[src/bbox_kalman_tracker_filter_top_assert.svh]
// Assertion macros for the bounding-box tracking filter.
`ifndef BBOX_KALMAN_TRACKER_FILTER_TOP_ASSERT_SVH
`define BBOX_KALMAN_TRACKER_FILTER_TOP_ASSERT_SVH

// Same-cycle implication, disabled while reset is asserted.
`define BKF_ASSERT_SAME(lbl, clk, rst_n, ante, cons, msg) \
  lbl: assert property (@(posedge clk) disable iff (!rst_n) (ante) |-> (cons)) else $error(msg);

// Next-cycle implication, disabled while reset is asserted.
`define BKF_ASSERT_NEXT(lbl, clk, rst_n, ante, cons, msg) \
  lbl: assert property (@(posedge clk) disable iff (!rst_n) (ante) |=> (cons)) else $error(msg);

`endif

[src/bkf_pkg.sv]
// Types, constants and saturation helpers shared by the tracking filter modules.
`default_nettype none
package bkf_pkg;

  // Fixed-point formats.
  localparam int FRAC_BITS   = 16;
  localparam int RECIP_FRAC  = 32;
  localparam int WEIGHT_FRAC = 16;
  localparam int ST_W        = 32;
  localparam int COV_W       = 48;
  localparam int GAIN_W      = 63;
  localparam int WT_W        = 16;
  localparam int Y_W         = ST_W + 1;
  localparam int INV_W       = FRAC_BITS + RECIP_FRAC;
  localparam int DIV_W       = INV_W + 1;
  localparam int ACC_W       = COV_W + 4;
  localparam int MUL_W       = 64;

  // Request codes.
  localparam logic [1:0] REQ_INIT    = 2'd0;
  localparam logic [1:0] REQ_PREDICT = 2'd1;
  localparam logic [1:0] REQ_UPDATE  = 2'd2;

  // Configuration register indexes and reset values.
  localparam logic CFG_STD_POS = 1'b0;
  localparam logic CFG_STD_VEL = 1'b1;
  localparam logic [WT_W-1:0] STD_POS_RST = 16'd3277;
  localparam logic [WT_W-1:0] STD_VEL_RST = 16'd410;

  // Post-multiply shift selection.
  localparam logic [1:0] MSH_WEIGHT = 2'd0;
  localparam logic [1:0] MSH_FRAC   = 2'd1;
  localparam logic [1:0] MSH_RECIP  = 2'd2;

  // One request to the shared multiplier.
  typedef struct packed {
    logic signed [MUL_W-1:0] a;
    logic signed [MUL_W-1:0] b;
    logic [1:0]              sh;
    logic                    sat48;
  } mul_req_t;

  // Saturate an accumulator to a covariance term.
  function automatic logic signed [COV_W-1:0] sat_cov(input logic signed [ACC_W-1:0] v);
    if ((&v[ACC_W-1:COV_W-1]) || !(|v[ACC_W-1:COV_W-1])) begin
      return v[COV_W-1:0];
    end else if (v[ACC_W-1]) begin
      return {1'b1, {(COV_W-1){1'b0}}};
    end else begin
      return {1'b0, {(COV_W-1){1'b1}}};
    end
  endfunction

  // Saturate an accumulator to a state term.
  function automatic logic signed [ST_W-1:0] sat_st(input logic signed [ACC_W-1:0] v);
    if ((&v[ACC_W-1:ST_W-1]) || !(|v[ACC_W-1:ST_W-1])) begin
      return v[ST_W-1:0];
    end else if (v[ACC_W-1]) begin
      return {1'b1, {(ST_W-1){1'b0}}};
    end else begin
      return {1'b0, {(ST_W-1){1'b1}}};
    end
  endfunction

endpackage
`default_nettype wire

[src/bkf_mulsh.sv]
// Shared sequential multiplier: 32x32 partial products, rounding shift and saturation.
`default_nettype none
module bkf_mulsh import bkf_pkg::*; (
  input  logic                    clk,
  input  logic                    rst_n,
  input  logic                    start,
  input  mul_req_t                req,
  output logic                    done,
  output logic signed [MUL_W-1:0] res
);

  localparam logic [1:0] MP_IDLE = 2'd0;
  localparam logic [1:0] MP_MUL  = 2'd1;
  localparam logic [1:0] MP_RND  = 2'd2;
  localparam logic [1:0] MP_SAT  = 2'd3;

  logic [1:0]              ph_r;
  logic [2:0]              cnt_r;
  logic [1:0]              pc_r;
  logic [MUL_W-1:0]        ua_r, ub_r;
  logic                    neg_r;
  logic [1:0]              sh_r;
  logic                    sat48_r;
  logic [MUL_W-1:0]        pp_r;
  logic [2*MUL_W-1:0]      acc_r, sr_r;
  logic                    done_r;
  logic signed [MUL_W-1:0] res_r;

  logic [MUL_W-1:0]        ua_c, ub_c;
  logic [31:0]             pa, pb;
  logic [2*MUL_W-1:0]      pp_ext, sr_c;
  logic [MUL_W-1:0]        lim, mag;

  // Magnitudes of the operands and the halves for the current partial product.
  always_comb begin
    ua_c = req.a[MUL_W-1] ? (MUL_W'(0) - req.a) : req.a;
    ub_c = req.b[MUL_W-1] ? (MUL_W'(0) - req.b) : req.b;
    pa   = cnt_r[0] ? ua_r[MUL_W-1:32] : ua_r[31:0];
    pb   = cnt_r[1] ? ub_r[MUL_W-1:32] : ub_r[31:0];
  end

  // Place the previous partial product at its weight.
  always_comb begin
    case (pc_r)
      2'd0:    pp_ext = {64'd0, pp_r};
      2'd3:    pp_ext = {pp_r, 64'd0};
      default: pp_ext = {32'd0, pp_r, 32'd0};
    endcase
  end

  // Round half away from zero on the magnitude, then shift.
  always_comb begin
    case (sh_r)
      MSH_WEIGHT: sr_c = (acc_r + (128'd1 << (WEIGHT_FRAC-1))) >> WEIGHT_FRAC;
      MSH_RECIP:  sr_c = (acc_r + (128'd1 << (RECIP_FRAC-1))) >> RECIP_FRAC;
      default:    sr_c = (acc_r + (128'd1 << (FRAC_BITS-1))) >> FRAC_BITS;
    endcase
  end

  // Saturation limit depends on the sign of the result.
  always_comb begin
    lim = sat48_r ? (64'd1 << (COV_W-1)) : (64'd1 << (GAIN_W-1));
    if (!neg_r) begin
      lim = lim - 64'd1;
    end
    mag = ((|sr_r[2*MUL_W-1:MUL_W]) || (sr_r[MUL_W-1:0] > lim)) ? lim : sr_r[MUL_W-1:0];
  end

  // Sequencer: four partial products, round, saturate.
  always_ff @(posedge clk) begin
    if (!rst_n) begin
      ph_r   <= MP_IDLE;
      done_r <= 1'b0;
    end else begin
      done_r <= 1'b0;
      case (ph_r)
        MP_IDLE: begin
          if (start) begin
            ua_r    <= ua_c;
            ub_r    <= ub_c;
            neg_r   <= req.a[MUL_W-1] ^ req.b[MUL_W-1];
            sh_r    <= req.sh;
            sat48_r <= req.sat48;
            acc_r   <= '0;
            cnt_r   <= 3'd0;
            ph_r    <= MP_MUL;
          end
        end
        MP_MUL: begin
          if (cnt_r != 3'd4) begin
            pp_r <= pa * pb;
            pc_r <= cnt_r[1:0];
          end
          if (cnt_r != 3'd0) begin
            acc_r <= acc_r + pp_ext;
          end
          if (cnt_r == 3'd4) begin
            ph_r <= MP_RND;
          end
          cnt_r <= cnt_r + 3'd1;
        end
        MP_RND: begin
          sr_r <= sr_c;
          ph_r <= MP_SAT;
        end
        MP_SAT: begin
          res_r  <= neg_r ? $signed(MUL_W'(0) - mag) : $signed(mag);
          done_r <= 1'b1;
          ph_r   <= MP_IDLE;
        end
        default: ph_r <= MP_IDLE;
      endcase
    end
  end

  assign done = done_r;
  assign res  = res_r;

endmodule
`default_nettype wire
[config.mk]
export PLATFORM = sky130hd
export DESIGN_NAME = bkf_mulsh
export DESIGN_NICKNAME = d
export VERILOG_FILES = /design/src/bbox_kalman_tracker_filter_top_assert.svh /design/src/bkf_pkg.sv /design/src/bkf_mulsh.sv
export SDC_FILE = /design/constraint.sdc
export NUM_CORES = 2
export LEC_CHECK = 0
export BUFFER_PORTS_ARGS = -buffer_cell sky130_fd_sc_hd__buf_4
export CORE_MARGIN = 5
export CORE_UTILIZATION = 45
export DETAILED_ROUTE_END_ITERATION = 16
export GPL_ROUTABILITY_DRIVEN = 0
export PLACE_DENSITY = 0.62
export SETUP_SLACK_MARGIN = 0.5
export SKIP_LAST_GASP = 1
export SLEW_MARGIN = 20
export SYNTH_ARGS = -nofsm -noshare
export SYNTH_HDL_FRONTEND = slang
export SYNTH_SLANG_ARGS = --single-unit
export TNS_END_PERCENT = 100
[constraint.sdc]
create_clock -name clk -period 9.3 [get_ports clk]
set_input_delay 0.93 -clock clk [delete_from_list [all_inputs] [get_ports clk]]
set_output_delay 0.93 -clock clk [all_outputs]
set_load 0.02 [all_outputs]
==> run summary <==
outcome = completed
FILL cells = 14.18k
Post-synth EDFFs = 505
DR vias/cell = 5.720
CP max stage cell = fa_2
Max clock buf depth = 3
DIE HEIGHT = 403.5 um
Relative slew margins = 0.2831
first-pass GRT wire length = 358600 um
Critical Path Most Common Cell = fa_1
hpwl dp = 194600 um
Multi-input gate area = 50330 um2
Cells after Synth = 7810
area grow syn2layout = 13.19%
Syn Area/Cell = 8.924 um2
Crit Path Category = register to register
DRT antenna net count = 0
Synth Register Bits = 508
predominant post-synthesis flop cell = edfxtp_1
HP Class = input pin to register
RSZ-0062 raised after global routing = true
maxcap violations = 0
YS warnings = 0
Overflow after GRT = 0
crit share post-route = 0.9661
FF-to-FF setup slack = 0.32 ns
All-Layer GR Usage = 0.2873
CP startpoint kind = register
DP Worst Slack = -0.2583 ns
Final Max Slew Viols = 0
simple logic cell fraction of the synthesized area = 0.1755
CP required = 9.76 ns
# IOs = 199
Die W = 403.5 um
antenna violations before repair = 6
drt pass-1 iters = 6
Routed wire per std cell = 23.25 um
Unique masters post-synth = 84
iteration-0 DRC count of the detailed router = 5095
crit end category = register
Cell Rows = 144
CP peak stage delay = 0.58 ns
Sink Count = 508
hold buffers post-CTS = 0
number of global-route vias before repair = 59.28k
asr flop ratio synth = 0
post-synthesis adder-cell area fraction = 0.3417
Vias = 58.09k
Syn Nets = 9309
number of CTS-inserted buffers = 58
Nets = 9558
clk_lat worst skew = 0.72 ns
crit path DAT = 9.44 ns
Max Clk Rate = 111.3 MHz
CORE AREA = 154000 um2
Post-Syn Area = 69690 um2
die area = 162800 um2
Fin Clk Skew = 0.05510 ns
xor and xnor fraction of the mapped netlist area = 0.06485
share of cells above drive strength 1 = 0.1146
main combinational cell family by area after synthesis = adder cells
clock root buffer master = clkbuf_16
CTS H-Tree Depth = 2
sequential cell area = 15220 um2
final hold violation count = 0
CTS tree = built
critical path peak fanout = 11
Buffers on Ports = 198
post-synthesis mux area share = 0.01993
Final min period = 8.985 ns
Seq/Total Area, Yosys = 0.2185
drt total wl = 236100 um
CTS clk-pin slew, worst paths = 0.07 ns
final setup fails = 0
pin count of the biggest net entering global routing = 118
measured slew at the worst slew-check pin = 1.045 ns
final worst slack = 0.3152 ns
initial core utilization = 0.4524
DRC viols = 0
Synth Area in Compound Gates = 0.1033
==> Yosys cell counts, types with 6 or more instances <==
| cell type | count | area share |
|---|---|---|
| and2_1 | 196 | 0.018 |
| nor2_1 | 865 | 0.047 |
| xor2_1 | 155 | 0.019 |
| nand2_1 | 943 | 0.051 |
| a21o_1 | 104 | 0.011 |
| buf_1 | 22 | 0.0012 |
| and4_1 | 7 | 0.00088 |
| nor2b_1 | 46 | 0.0041 |
| nor3_1 | 111 | 0.0080 |
| clkbuf_1 | 371 | 0.020 |
| mux2_1 | 6 | 0.00097 |
| mux2_2 | 56 | 0.0090 |
| or3_1 | 63 | 0.0057 |
| a22o_1 | 34 | 0.0043 |
| o21bai_1 | 51 | 0.0055 |
| or4_1 | 37 | 0.0040 |
| and3_1 | 46 | 0.0041 |
| mux2i_1 | 69 | 0.0099 |
| o41ai_1 | 25 | 0.0031 |
| or2_2 | 17 | 0.0015 |
| a31oi_1 | 31 | 0.0028 |
| a21boi_0 | 13 | 0.0014 |
| inv_1 | 1021 | 0.055 |
| xnor2_1 | 361 | 0.045 |
| nand3_1 | 107 | 0.0077 |
| edfxtp_1 | 505 | 0.22 |
| nand2b_1 | 46 | 0.0041 |
| ha_1 | 468 | 0.084 |
| o21a_1 | 22 | 0.0024 |
| nor4_1 | 58 | 0.0052 |
| o211ai_1 | 13 | 0.0014 |
| fa_1 | 897 | 0.26 |
| o21ai_0 | 411 | 0.030 |
| a221oi_1 | 8 | 0.0010 |
| nand4_1 | 115 | 0.010 |
| a21oi_1 | 318 | 0.023 |
| a211oi_1 | 31 | 0.0033 |
| o31ai_1 | 48 | 0.0052 |
==> metrics by stage <==
stage          setup TNS, ns  hold slack, ns  utilization  cells  instance area [um2]
2_1_floorplan              0          0.4527            -   7810                70020
3_3_place_gp         -0.5170          0.5485       0.4867   9953                74980
3_5_place_dp         -0.8485          0.5795       0.4867   9953                74980
4_1_cts                    0          0.3689       0.5044  10090                77690
5_1_grt                    0          0.3870       0.5120  10150                78870
6_report                   0          0.4037       0.5121  10160                78890
==> worst max-delay path, delay by kind of cell, from the launching register on <==
family | cells | cell delay [ns]
fa+ha+maj | 9 | 4.37
flops | 1 | 0.42
buf+inv | 9 | 1.19
xor+xnor | 1 | 0.12
compound gates | 9 | 2.11
simple gates | 4 | 0.29
mux | 1 | 0.25
==> cells in the final DEF (no fill, tap or decap), types with 16 or more instances in the layout <==
master     count
nor2_2        16
nor2_1       847
nand2_1      941
mux2_2        35
and3_1        45
buf_12        30
xnor2_1      360
or4_1         37
or2_2         17
nor3_1       107
o41ai_1       23
a211oi_1      28
mux2_4        24
inv_1       1014
edfxtp_1     505
a21oi_1      303
o21a_1        21
nor2b_1       44
a31oi_1       28
a22o_1        34
o21ai_0      400
nor4_1        56
nand3_1      106
nand4_1      115
fa_1         890
o21bai_1      51
xor2_1       155
buf_6         41
o31ai_1       47
clkbuf_16     58
ha_1         449
buf_4        506
and2_1       193
nand2b_1      45
a21o_1       104
mux2i_4       29
or3_1         63
mux2i_1       22
mux2i_2       18
==> repair_timing <==
item                       4_1_cts  5_1_grt
setup endpoints to repair       17       25
pin swaps                       23       59
gates resized for setup        106      146
buffers inserted                27       59
cloned                           3        1
==> per-layer routing <==
layer | GRT usage | share of wire | up-vias
li1 | - | - | 26210
met1 | 0.3532 | 0.38 | 28030
met2 | 0.4573 | 0.45 | 3011
met3 | 0.06425 | 0.093 | 831
met4 | 0.1854 | 0.082 | 4
met5 | 0 | 0.000097 | -
==> cells by family after synthesis <==
logic type,count (synthesis)
compound gates,1181
mux,131
buf+inv,1416
fa+ha+maj,1365
flops,508
xor+xnor,516
simple gates,2693
==> registers in the layout (all words and copies together) (netlist names), 3 cells and up <==
signal / cells
res: 64
sr_r: 112
pp_r: 64
ua_r: 64
acc_r: 128
cnt_r: 3
ub_r: 64
==> final timing paths <==
| path | cells after the start | from | to |
|---|---|---|---|
| min | 1 | req[2] | sh_r[1] |
| min reg2reg | 2 | ph_r[1] | ph_r[1] |
| max | 33 | cnt_r[0] | pp_r[63] |
| max reg2reg | 33 | cnt_r[0] | pp_r[63] |
==> area by class of cell <==
class | instances | area share
diodes | 6 | 0.0001903
clock buffers | 67 | 0.01883
clock inverters | 39 | 0.005646
inverters | 1021 | 0.04858
multi-input cells | 5886 | 0.6380
flip-flops and latches | 508 | 0.1930
well taps | 2044 | 0.03242
repair buffers | 584 | 0.06336
Power is left out: the tool's default activity adds up to more than one toggle a clock period on the data nets, which glitch-free logic cannot reach.
